[config.mk]
export PLATFORM = sky130hd
export DESIGN_NAME = rational_arith_reduce
export DESIGN_NICKNAME = d
export VERILOG_FILES = /design/src/rar_pkg.sv /design/src/rational_arith_reduce.sv /design/src/rar_div.sv /design/src/rar_dp.sv /design/src/rar_ctrl.sv
export SDC_FILE = /design/constraint.sdc
export NUM_CORES = 2
export LEC_CHECK = 0
export BUFFER_PORTS_ARGS = -buffer_cell sky130_fd_sc_hd__buf_2
export CAP_MARGIN = 5
export CORE_MARGIN = 2
export CORE_UTILIZATION = 55
export CTS_CLUSTER_SIZE = 8
export DETAILED_ROUTE_END_ITERATION = 8
export PLACE_DENSITY = 0.71
export SETUP_SLACK_MARGIN = 0.1
export SLEW_MARGIN = 30
export SYNTH_ARGS = -nofsm -noshare
export SYNTH_HDL_FRONTEND = slang
export SYNTH_SLANG_ARGS = --single-unit
[constraint.sdc]
create_clock -name clk -period 21.7 [get_ports clk]
set_input_delay 1.085 -clock clk [delete_from_list [all_inputs] [get_ports clk]]
set_output_delay 1.085 -clock clk [all_outputs]
set_load 0.03 [all_outputs]
[src/rar_pkg.sv]
// shared types and constants of the rational reduce block
package rar_pkg;

  localparam int InW  = 16;
  localparam int MagW = 32;
  localparam int NumW = 32;
  localparam int DenW = 31;

  localparam logic [1:0] OP_ADD = 2'd0;
  localparam logic [1:0] OP_SUB = 2'd1;
  localparam logic [1:0] OP_MUL = 2'd2;
  localparam logic [1:0] OP_DIV = 2'd3;

  // divider operand selection
  localparam logic [1:0] SEL_EUC = 2'd0;
  localparam logic [1:0] SEL_NUM = 2'd1;
  localparam logic [1:0] SEL_DEN = 2'd2;

  typedef struct packed {
    logic       load;
    logic       mul;
    logic       sum;
    logic       gcd_step;
    logic       g_latch;
    logic       div_start;
    logic [1:0] div_sel;
    logic       cap_qn;
    logic       cap_qd;
    logic       emit;
    logic       emit_zero;
  } rar_cmd_t;

  typedef struct packed {
    logic div_done;
    logic x_zero;
    logic y_zero;
  } rar_sts_t;

endpackage

[src/rational_arith_reduce.sv]
// top level of the rational fraction arithmetic and gcd reduce block
// usage:
//   request channel: req_valid / req_stall with opcode, a_num, a_den, b_num, b_den;
//   a request is taken at a clock edge with req_valid high and req_stall low
//   result channel: res_valid / res_stall with res_num, res_den, zero_gcd_error
//   one request is worked on at a time; req_stall is high from the edge after
//   acceptance until the result has been written into the output register
//   order of work: products, then sum, then euclid remainder steps on the
//   divider (each run doubles the divisor at most 31 times before it
//   subtracts), then the gcd is picked, two exact divisions follow and the
//   output register is loaded; a zero gcd skips the divisions, and every
//   division is done by the one shared shift-subtract divider
//   a new request is taken only after the previous result is in the
//   output register
//   a finished result waits in the output register while res_stall is high;
//   the next request may already be taken and worked on meanwhile
//   reset (rst, synchronous) returns the controller to idle and drops res_valid
module rational_arith_reduce (
  input  logic                            clk,
  input  logic                            rst,
  input  logic                            req_valid,
  output logic                            req_stall,
  input  logic [1:0]                      opcode,
  input  logic signed [rar_pkg::InW-1:0]  a_num,
  input  logic signed [rar_pkg::InW-1:0]  a_den,
  input  logic signed [rar_pkg::InW-1:0]  b_num,
  input  logic signed [rar_pkg::InW-1:0]  b_den,
  output logic                            res_valid,
  input  logic                            res_stall,
  output logic signed [rar_pkg::NumW-1:0] res_num,
  output logic signed [rar_pkg::DenW-1:0] res_den,
  output logic                            zero_gcd_error
);
  import rar_pkg::*;

  rar_cmd_t cmd;
  rar_sts_t sts;

  // sequencing of each request
  rar_ctrl u_ctrl (
    .clk       (clk),
    .rst       (rst),
    .req_valid (req_valid),
    .req_stall (req_stall),
    .res_valid (res_valid),
    .res_stall (res_stall),
    .sts       (sts),
    .cmd       (cmd)
  );

  // arithmetic, euclid terms and output register
  rar_dp u_dp (
    .clk            (clk),
    .rst            (rst),
    .cmd            (cmd),
    .sts            (sts),
    .opcode         (opcode),
    .a_num          (a_num),
    .a_den          (a_den),
    .b_num          (b_num),
    .b_den          (b_den),
    .res_num        (res_num),
    .res_den        (res_den),
    .zero_gcd_error (zero_gcd_error)
  );

endmodule

[src/rar_div.sv]
// iterative shift-subtract magnitude divider giving quotient and remainder
module rar_div (
  input  logic                     clk,
  input  logic                     rst,
  input  logic                     start,
  input  logic [rar_pkg::MagW-1:0] a,
  input  logic [rar_pkg::MagW-1:0] b,
  output logic                     done,
  output logic [rar_pkg::MagW-1:0] q,
  output logic [rar_pkg::MagW-1:0] rem
);
  import rar_pkg::*;

  localparam int CntW = $clog2(MagW);

  logic            busy;
  logic            align;
  logic [MagW:0]   bs;
  logic [CntW-1:0] cnt;
  logic            grow;
  logic            ge;

  // divisor may double once more without passing the dividend
  assign grow = {bs, 1'b0} <= {2'b00, rem};
  assign ge   = {1'b0, rem} >= bs;

  always_ff @(posedge clk) begin
    if (rst) begin
      busy  <= 1'b0;
      align <= 1'b0;
      done  <= 1'b0;
    end else begin
      done <= 1'b0;
      if (start) begin
        busy  <= 1'b1;
        align <= 1'b1;
      end else if (busy) begin
        if (align) begin
          if (!grow) begin
            align <= 1'b0;
          end
        end else if (cnt == '0) begin
          busy <= 1'b0;
          done <= 1'b1;
        end
      end
    end
  end

  always_ff @(posedge clk) begin
    if (start) begin
      rem <= a;
      bs  <= {1'b0, b};
      cnt <= '0;
      q   <= '0;
    end else if (busy) begin
      if (align) begin
        if (grow) begin
          bs  <= {bs[MagW-1:0], 1'b0};
          cnt <= cnt + 1'b1;
        end
      end else begin
        if (ge) begin
          rem <= rem - bs[MagW-1:0];
        end
        q <= {q[MagW-2:0], ge};
        if (cnt != '0) begin
          bs  <= {1'b0, bs[MagW:1]};
          cnt <= cnt - 1'b1;
        end
      end
    end
  end

endmodule

[src/rar_dp.sv]
// datapath: operand products, euclid terms, divider and result register
module rar_dp (
  input  logic                            clk,
  input  logic                            rst,
  input  rar_pkg::rar_cmd_t               cmd,
  output rar_pkg::rar_sts_t               sts,
  input  logic [1:0]                      opcode,
  input  logic signed [rar_pkg::InW-1:0]  a_num,
  input  logic signed [rar_pkg::InW-1:0]  a_den,
  input  logic signed [rar_pkg::InW-1:0]  b_num,
  input  logic signed [rar_pkg::InW-1:0]  b_den,
  output logic signed [rar_pkg::NumW-1:0] res_num,
  output logic signed [rar_pkg::DenW-1:0] res_den,
  output logic                            zero_gcd_error
);
  import rar_pkg::*;

  logic [1:0]            op;
  logic signed [InW-1:0] an, ad, bn, bd;
  logic signed [InW-1:0] m0b, mdb;
  logic signed [31:0]    p0, p1, pd;
  logic signed [33:0]    n_full;
  logic [MagW-1:0]       nmag, dmag, x, y, g, qn, qd;
  logic                  sgn_n, sgn_d, par, g_neg;
  logic [MagW-1:0]       div_a, div_b, div_q, div_rem;
  logic                  div_done;

  assign m0b = (op == OP_MUL) ? bn : bd;
  assign mdb = (op == OP_DIV) ? bn : bd;

  always_comb begin
    unique case (op)
      OP_ADD:  n_full = {{2{p0[31]}}, p0} + {{2{p1[31]}}, p1};
      OP_SUB:  n_full = {{2{p0[31]}}, p0} - {{2{p1[31]}}, p1};
      default: n_full = {{2{p0[31]}}, p0};
    endcase
  end

  always_comb begin
    unique case (cmd.div_sel)
      SEL_NUM: begin
        div_a = nmag;
        div_b = g;
      end
      SEL_DEN: begin
        div_a = dmag;
        div_b = g;
      end
      default: begin
        div_a = x;
        div_b = y;
      end
    endcase
  end

  rar_div u_div (
    .clk   (clk),
    .rst   (rst),
    .start (cmd.div_start),
    .a     (div_a),
    .b     (div_b),
    .done  (div_done),
    .q     (div_q),
    .rem   (div_rem)
  );

  assign sts.div_done = div_done;
  assign sts.x_zero   = (x == '0);
  assign sts.y_zero   = (y == '0);

  always_ff @(posedge clk) begin
    if (cmd.load) begin
      op <= opcode;
      an <= a_num;
      ad <= a_den;
      bn <= b_num;
      bd <= b_den;
    end
    if (cmd.mul) begin
      p0 <= an * m0b;
      p1 <= bn * ad;
      pd <= ad * mdb;
    end
    if (cmd.sum) begin
      sgn_n <= n_full[33];
      sgn_d <= pd[31];
      nmag  <= n_full[33] ? MagW'(-n_full) : n_full[MagW-1:0];
      dmag  <= pd[31] ? MagW'(-pd) : MagW'(pd);
      x     <= n_full[33] ? MagW'(-n_full) : n_full[MagW-1:0];
      y     <= pd[31] ? MagW'(-pd) : MagW'(pd);
      par   <= 1'b0;
    end
    if (cmd.gcd_step && div_done) begin
      x   <= y;
      y   <= div_rem;
      par <= ~par;
    end
    // euclid term signs alternate between those of the two starting terms
    if (cmd.g_latch) begin
      g     <= x;
      g_neg <= par ? sgn_d : sgn_n;
    end
    if (cmd.cap_qn) begin
      qn <= div_q;
    end
    if (cmd.cap_qd) begin
      qd <= div_q;
    end
    if (cmd.emit) begin
      if (cmd.emit_zero) begin
        res_num        <= '0;
        res_den        <= '0;
        zero_gcd_error <= 1'b1;
      end else begin
        res_num        <= (sgn_n ^ g_neg) ? NumW'(-qn) : NumW'(qn);
        res_den        <= (sgn_d ^ g_neg) ? DenW'(-qd) : qd[DenW-1:0];
        zero_gcd_error <= 1'b0;
      end
    end
  end

endmodule

[src/rar_ctrl.sv]
// controller state machine sequencing products, euclid loop and divisions
module rar_ctrl (
  input  logic              clk,
  input  logic              rst,
  input  logic              req_valid,
  output logic              req_stall,
  output logic              res_valid,
  input  logic              res_stall,
  input  rar_pkg::rar_sts_t sts,
  output rar_pkg::rar_cmd_t cmd
);
  import rar_pkg::*;

  localparam logic [3:0] S_IDLE = 4'd0;
  localparam logic [3:0] S_MUL  = 4'd1;
  localparam logic [3:0] S_SUM  = 4'd2;
  localparam logic [3:0] S_GCD  = 4'd3;
  localparam logic [3:0] S_REM  = 4'd4;
  localparam logic [3:0] S_DN0  = 4'd5;
  localparam logic [3:0] S_DN   = 4'd6;
  localparam logic [3:0] S_DD0  = 4'd7;
  localparam logic [3:0] S_DD   = 4'd8;
  localparam logic [3:0] S_EMIT = 4'd9;
  localparam logic [3:0] S_EMZ  = 4'd10;

  logic [3:0] state, state_next;
  logic       out_free;

  assign req_stall = (state != S_IDLE);
  assign out_free  = !res_valid || !res_stall;

  always_comb begin
    cmd        = '0;
    state_next = state;
    unique case (state)
      S_IDLE: begin
        if (req_valid) begin
          cmd.load   = 1'b1;
          state_next = S_MUL;
        end
      end
      S_MUL: begin
        cmd.mul    = 1'b1;
        state_next = S_SUM;
      end
      S_SUM: begin
        cmd.sum    = 1'b1;
        state_next = S_GCD;
      end
      S_GCD: begin
        priority if (!sts.y_zero) begin
          cmd.div_start = 1'b1;
          cmd.div_sel   = SEL_EUC;
          state_next    = S_REM;
        end else if (sts.x_zero) begin
          state_next = S_EMZ;
        end else begin
          cmd.g_latch = 1'b1;
          state_next  = S_DN0;
        end
      end
      S_REM: begin
        cmd.div_sel = SEL_EUC;
        if (sts.div_done) begin
          cmd.gcd_step = 1'b1;
          state_next   = S_GCD;
        end
      end
      S_DN0: begin
        cmd.div_start = 1'b1;
        cmd.div_sel   = SEL_NUM;
        state_next    = S_DN;
      end
      S_DN: begin
        cmd.div_sel = SEL_NUM;
        if (sts.div_done) begin
          cmd.cap_qn = 1'b1;
          state_next = S_DD0;
        end
      end
      S_DD0: begin
        cmd.div_start = 1'b1;
        cmd.div_sel   = SEL_DEN;
        state_next    = S_DD;
      end
      S_DD: begin
        cmd.div_sel = SEL_DEN;
        if (sts.div_done) begin
          cmd.cap_qd = 1'b1;
          state_next = S_EMIT;
        end
      end
      S_EMIT: begin
        if (out_free) begin
          cmd.emit   = 1'b1;
          state_next = S_IDLE;
        end
      end
      S_EMZ: begin
        if (out_free) begin
          cmd.emit      = 1'b1;
          cmd.emit_zero = 1'b1;
          state_next    = S_IDLE;
        end
      end
      default: begin
        state_next = S_IDLE;
      end
    endcase
  end

  always_ff @(posedge clk) begin
    if (rst) begin
      state     <= S_IDLE;
      res_valid <= 1'b0;
    end else begin
      state     <= state_next;
      res_valid <= cmd.emit | (res_valid & res_stall);
    end
  end

endmodule

; Word-level counts from Yosys, hierarchy flattened
; Cells that the tools add are included.
[totals]
reg_bits = 563
in_bits = 70
word_cells = 167
output_inout_bits = 66
[op_classes]
n_bitwise = 7
mul = 3
n_addsub = 9
reduce_logical = 27
muxes = 64
n_lt_le_gt_ge = 2
eq_ne = 23
[op_table]
columns = operator, count
row1 = 32-bit 2-to-1 mux, 14
row2 = 33-bit 2-to-1 mux, 3
row3 = 16-bit by 16-bit multiplier with 32-bit output, 3
row4 = 32-bit negator, 3
row5 = 34-bit case mux with 2 select lines, 1
row6 = 32-bit logical NOT, 2
row7 = 32-bit case mux with 2 select lines, 1
row8 = 4-bit case mux with 10 select lines, 1
row9 = 34-bit by 32-bit <= comparator with 1-bit output, 1
row10 = 32-bit by 32-bit adder with 33-bit output, 1
row11 = 32-bit by 33-bit >= comparator with 1-bit output, 1
row12 = 32-bit by 32-bit subtractor with 33-bit output, 1
row13 = 16-bit 2-to-1 mux, 2
row14 = 32-bit subtractor, 1
row15 = 31-bit 2-to-1 mux, 1
row16 = 31-bit negator, 1
row17 = 4-bit 2-to-1 mux, 7
row18 = 1-bit 2-to-1 mux, 26
row19 = 4-bit by 3-bit equality test with 1-bit output (second input constant), 4
row20 = 5-bit 2-to-1 mux, 3
row21 = 4-bit equality test (second input constant), 3
row22 = 2-bit by 1-bit != test with 1-bit output (second input constant), 5
row23 = 2-bit OR reduction, 5
row24 = 3-bit AND reduction, 3
row25 = other kinds (29), 42

; Logic depth before layout (Yosys ltp)
[depth]
word_depth = 7
mapped_depth = 33

; Hierarchy
; A second synthesis with hierarchy kept.
[unflattened]
cells_unflattened = 5884
area_unflattened_um2 = 58767.6
[by_module_without_submodules]
columns = mod, area_per_inst_um2, n_inst, cells_per_inst
row1 = rar_dp, 51356.8, 1, 5034
row2 = rar_div, 6960.4, 1, 786
row3 = rar_ctrl, 450.4, 1, 64

; Worst setup path before layout
; No wires, ideal clock.
[synth_timing]
path_kind = reg-to-reg
startpoint = register u_dp.op[1]
endpoint = register u_dp.pd[31], data pin
path_slack_ns = 13.103
setup_time_ns = 0.260
synth_period_minus_slack_ns = 8.597
arrival_time_ns = 8.337
path_stages_with_launch = 32
required_time_ns = 21.440
cell_sequence = edfxtp_1 buf_2 clkbuf_1 clkbuf_1 clkbuf_1 clkbuf_1 nand2_1 clkbuf_1 mux2_2 clkbuf_1 nand2_1 fa_1 fa_1 inv_1 fa_1 inv_1 fa_1 fa_1 fa_1 inv_1 ha_1 a21o_1 a21o_1 a21oi_1 o211ai_1 a31o_2 a221o_1 a221o_1 nand4_1 nand4b_1 a21oi_1 xnor2_1
[synth_via]
elab_chain_len = 3
[synth_lines]
columns = item, line
row1 = from (decl), rar_dp.sv:18  ; logic [1:0] op;
row2 = from (signal assigned), rar_dp.sv:73  ; op <= opcode;
row3 = 2-bit equality test, rar_dp.sv:29  ; assign mdb = (op == OP_DIV) ? bn : bd;
row4 = 16-bit 2-to-1 mux, rar_dp.sv:29
row5 = 16-bit by 16-bit multiplier with 32-bit output, rar_dp.sv:82  ; pd <= ad * mdb;
row6 = to (signal assigned), rar_dp.sv:82
row7 = to (decl), rar_dp.sv:21  ; logic signed [31:0] p0, p1, pd;
; Every way passes these cells.
; A chain may end at the register's enable or synchronous reset.

; Worst setup path after layout
; Ends and elaborated chain as after synthesis.

==> results.ini <==
[finish]
final_cells=7335
antenna_cells=0
stdcell_area_sq_um=63040
fill_cells=8826
final-seq-area_sq_um=16450
drive_gt1_share_pct=7.083
multiInputGateArea_sq_um=37480
syn_to_final_growth_pct=7.715
layout.nets=7106

[die]
fp.dieW_microns=330.2
start_util_pct=55.52
die-area_sq_um=109000
ios=136
core-area_sq_um=105400
std_cell_rows=119
die_height_microns=330.2

[timing]
fmax_mhz=118.1
finalCritPeriodShare_pct=39.02
rsz0062_at_grt=no
finalSetupViolations=0
hold_viol=0
report.final.slew_viol_count=0
fin_worst_skew_ps=117.9
tightest_slew_ps=995.4
maxSlewHeadroom_pct=31.93
timing.setup.tns_ps=0
min_period_ps=8467

[clock_network]
clkSinkCount=563
cts_hold_buf=0
clock_latency_ps=700
cts_buffer_depth=3
cts_setup_buffers=0
cts_resized=0
clkTransAtPathRegs_ps=50
cts_tree=yes
htree_levels=3
root_buffer=clkbuf_16
numCtsBuffers=81

[detailed_routing]
vias_per_cell=5.636
wl_per_cell_microns=19.71
vias=41340
drc=12
ant_nets=0
wl_microns=144600
drt_iter0_markers=3420
dr.pass1.iters=9

[setup_path]
criticalPathCategory=flop to flop
worstRegToRegCells=25
cp_data_arrival_time_ps=8850
required_ps=22090
end_kind=flop
worst-path-max-fanout=64
critPathLaunchType=flop

[logic_synthesis]
synth_fp_nets=7058
async_flop_share_pct=0
synth_top_area_share_pct=26.99
syn_area_per_cell_sq_um=10.01
synth_cells=5847
yosysMostFrequentCell=inv_1
ys_warn_count=0
ys_top_cells_by_area=fa_1, edfxtp_1, ha_1
netlist_top_cells_count=inv_1, fa_1, nand2_1, edfxtp_1, ha_1
synth_largest_area_cell=fa_1
ys_seq_area_share_pct=28.10
synth-edff-count=517
synth_cell_types=96
ys_ff_latch=563
syn_area_sq_um=58530
ys.flop_type=edfxtp_1

[grt]
grt_pass1_wl_microns=233800
grtUsageTotal_pct=27.35
antenna_found_initial=0
grt_max_degree=90
gr-total-overflow=0
grt_pass1_vias=43070

[placed_design]
dp.cells=7202
globalplace.congestion=0.8991
numPortBuffers=135
dpl-instance-area_sq_um=60580
hpwl_microns=111300

[status]
violations=design-rule violations
status=finished with violations

[run]
cap_violations=0

[min_path]
whs_path_depth=0
hp-class=flop to flop

==> per-layer routing <==
layer  share of wire, %  global-route usage (%)
met1                 43                   37.78
met2                 47                   44.96
met3                6.9                   4.060
met4                2.9                   8.174
met5                  0                       0
==> worst paths after layout <==
kind / to / start / slack, ps
worst max-delay path: u_dp.pd[31]$_DFFE_PP_ / u_dp.op[1]$_DFFE_PP_ / 13230
worst min-delay path: u_dp.qn[31]$_DFFE_PP_ / u_dp.u_div.q[31]$_SDFFE_PP0P_ / 440
worst max register to register: u_dp.pd[31]$_DFFE_PP_ / u_dp.op[1]$_DFFE_PP_ / 13230
worst min register to register: u_dp.qn[31]$_DFFE_PP_ / u_dp.u_div.q[31]$_SDFFE_PP0P_ / 440
==> worst max-delay path, stage by stage (launching register included) <==
cell	delay (ps)
edfxtp_1	320
buf_4	520
nand2_1	650
mux2_2	600
nand2_1	130
fa_1	530
fa_1	550
inv_1	50
fa_1	490
inv_1	50
fa_1	550
fa_1	420
fa_1	490
inv_1	40
ha_1	330
a21o_1	200
a21o_1	180
a21oi_1	400
o211ai_1	190
a31o_2	300
a221o_1	370
a221o_1	360
nand4_1	110
nand4b_1	90
a21oi_1	190
xnor2_1	80
==> registers in the layout (all words and copies together), names as in the netlist, 31 cells and up <==
name,count
u_dp.dmag,32
u_dp.g,32
u_dp.nmag,32
u_dp.p0,32
u_dp.p1,32
u_dp.pd,32
u_dp.qd,31
u_dp.qn,32
u_dp.res_den,31
u_dp.res_num,32
u_dp.u_div.bs,33
u_dp.u_div.q,32
u_dp.u_div.rem,32
u_dp.x,32
u_dp.y,32
==> cell families (layout without fill, tap and decap cells) <==
family,after synthesis,in the layout,synth area share [%]
and+or+nand+nor,1655,1655,13.64
buffers and inverters,1245,1342,8.032
adders and majority gates,1141,1141,34.51
AOI/OAI and AO/OA,841,841,9.306
DFF,563,563,28.10
xor gates and xnor gates,288,288,4.310
muxes,114,114,2.097
==> layout make-up <==
type	instances	area share (%)
well taps	1391	2.761
repair buffers	194	1.794
clock buffers	120	3.447
flip-flops and latches	563	26.09
multi-input cells	4039	59.45
clock inverters	12	0.4069
inverters	1016	6.049
==> cells in the final DEF, fill, tap and decap left out, types with 81 or more instances in the layout <==
cell,synthesis,layout
xnor2_1,181,180
xor2_1,107,107
o21ai_0,177,177
nor2_1,269,268
buf_2,9,135
clkbuf_16,0,81
fa_1,789,789
nand2_1,682,681
ha_1,352,351
a21oi_1,266,265
edfxtp_1,517,517
and2_1,270,270
nor2b_1,108,107
inv_1,1014,1014
==> stage by stage <==
stage / setup slack (ps) / util, % / hold WS (ps)
after CTS: 13310 / 59.78 / 430.1
final: 13230 / 59.80 / 435.6
after detailed placement: 13280 / 57.47 / 421.9
after floorplan: 13100 / - / 408.1
after global placement: 13420 / 57.46 / 417.1
after global routing: 12770 / 59.80 / 444.4
Power is left out: the tool's default activity adds up to more than one toggle a clock period on the data nets, which glitch-free logic cannot reach.
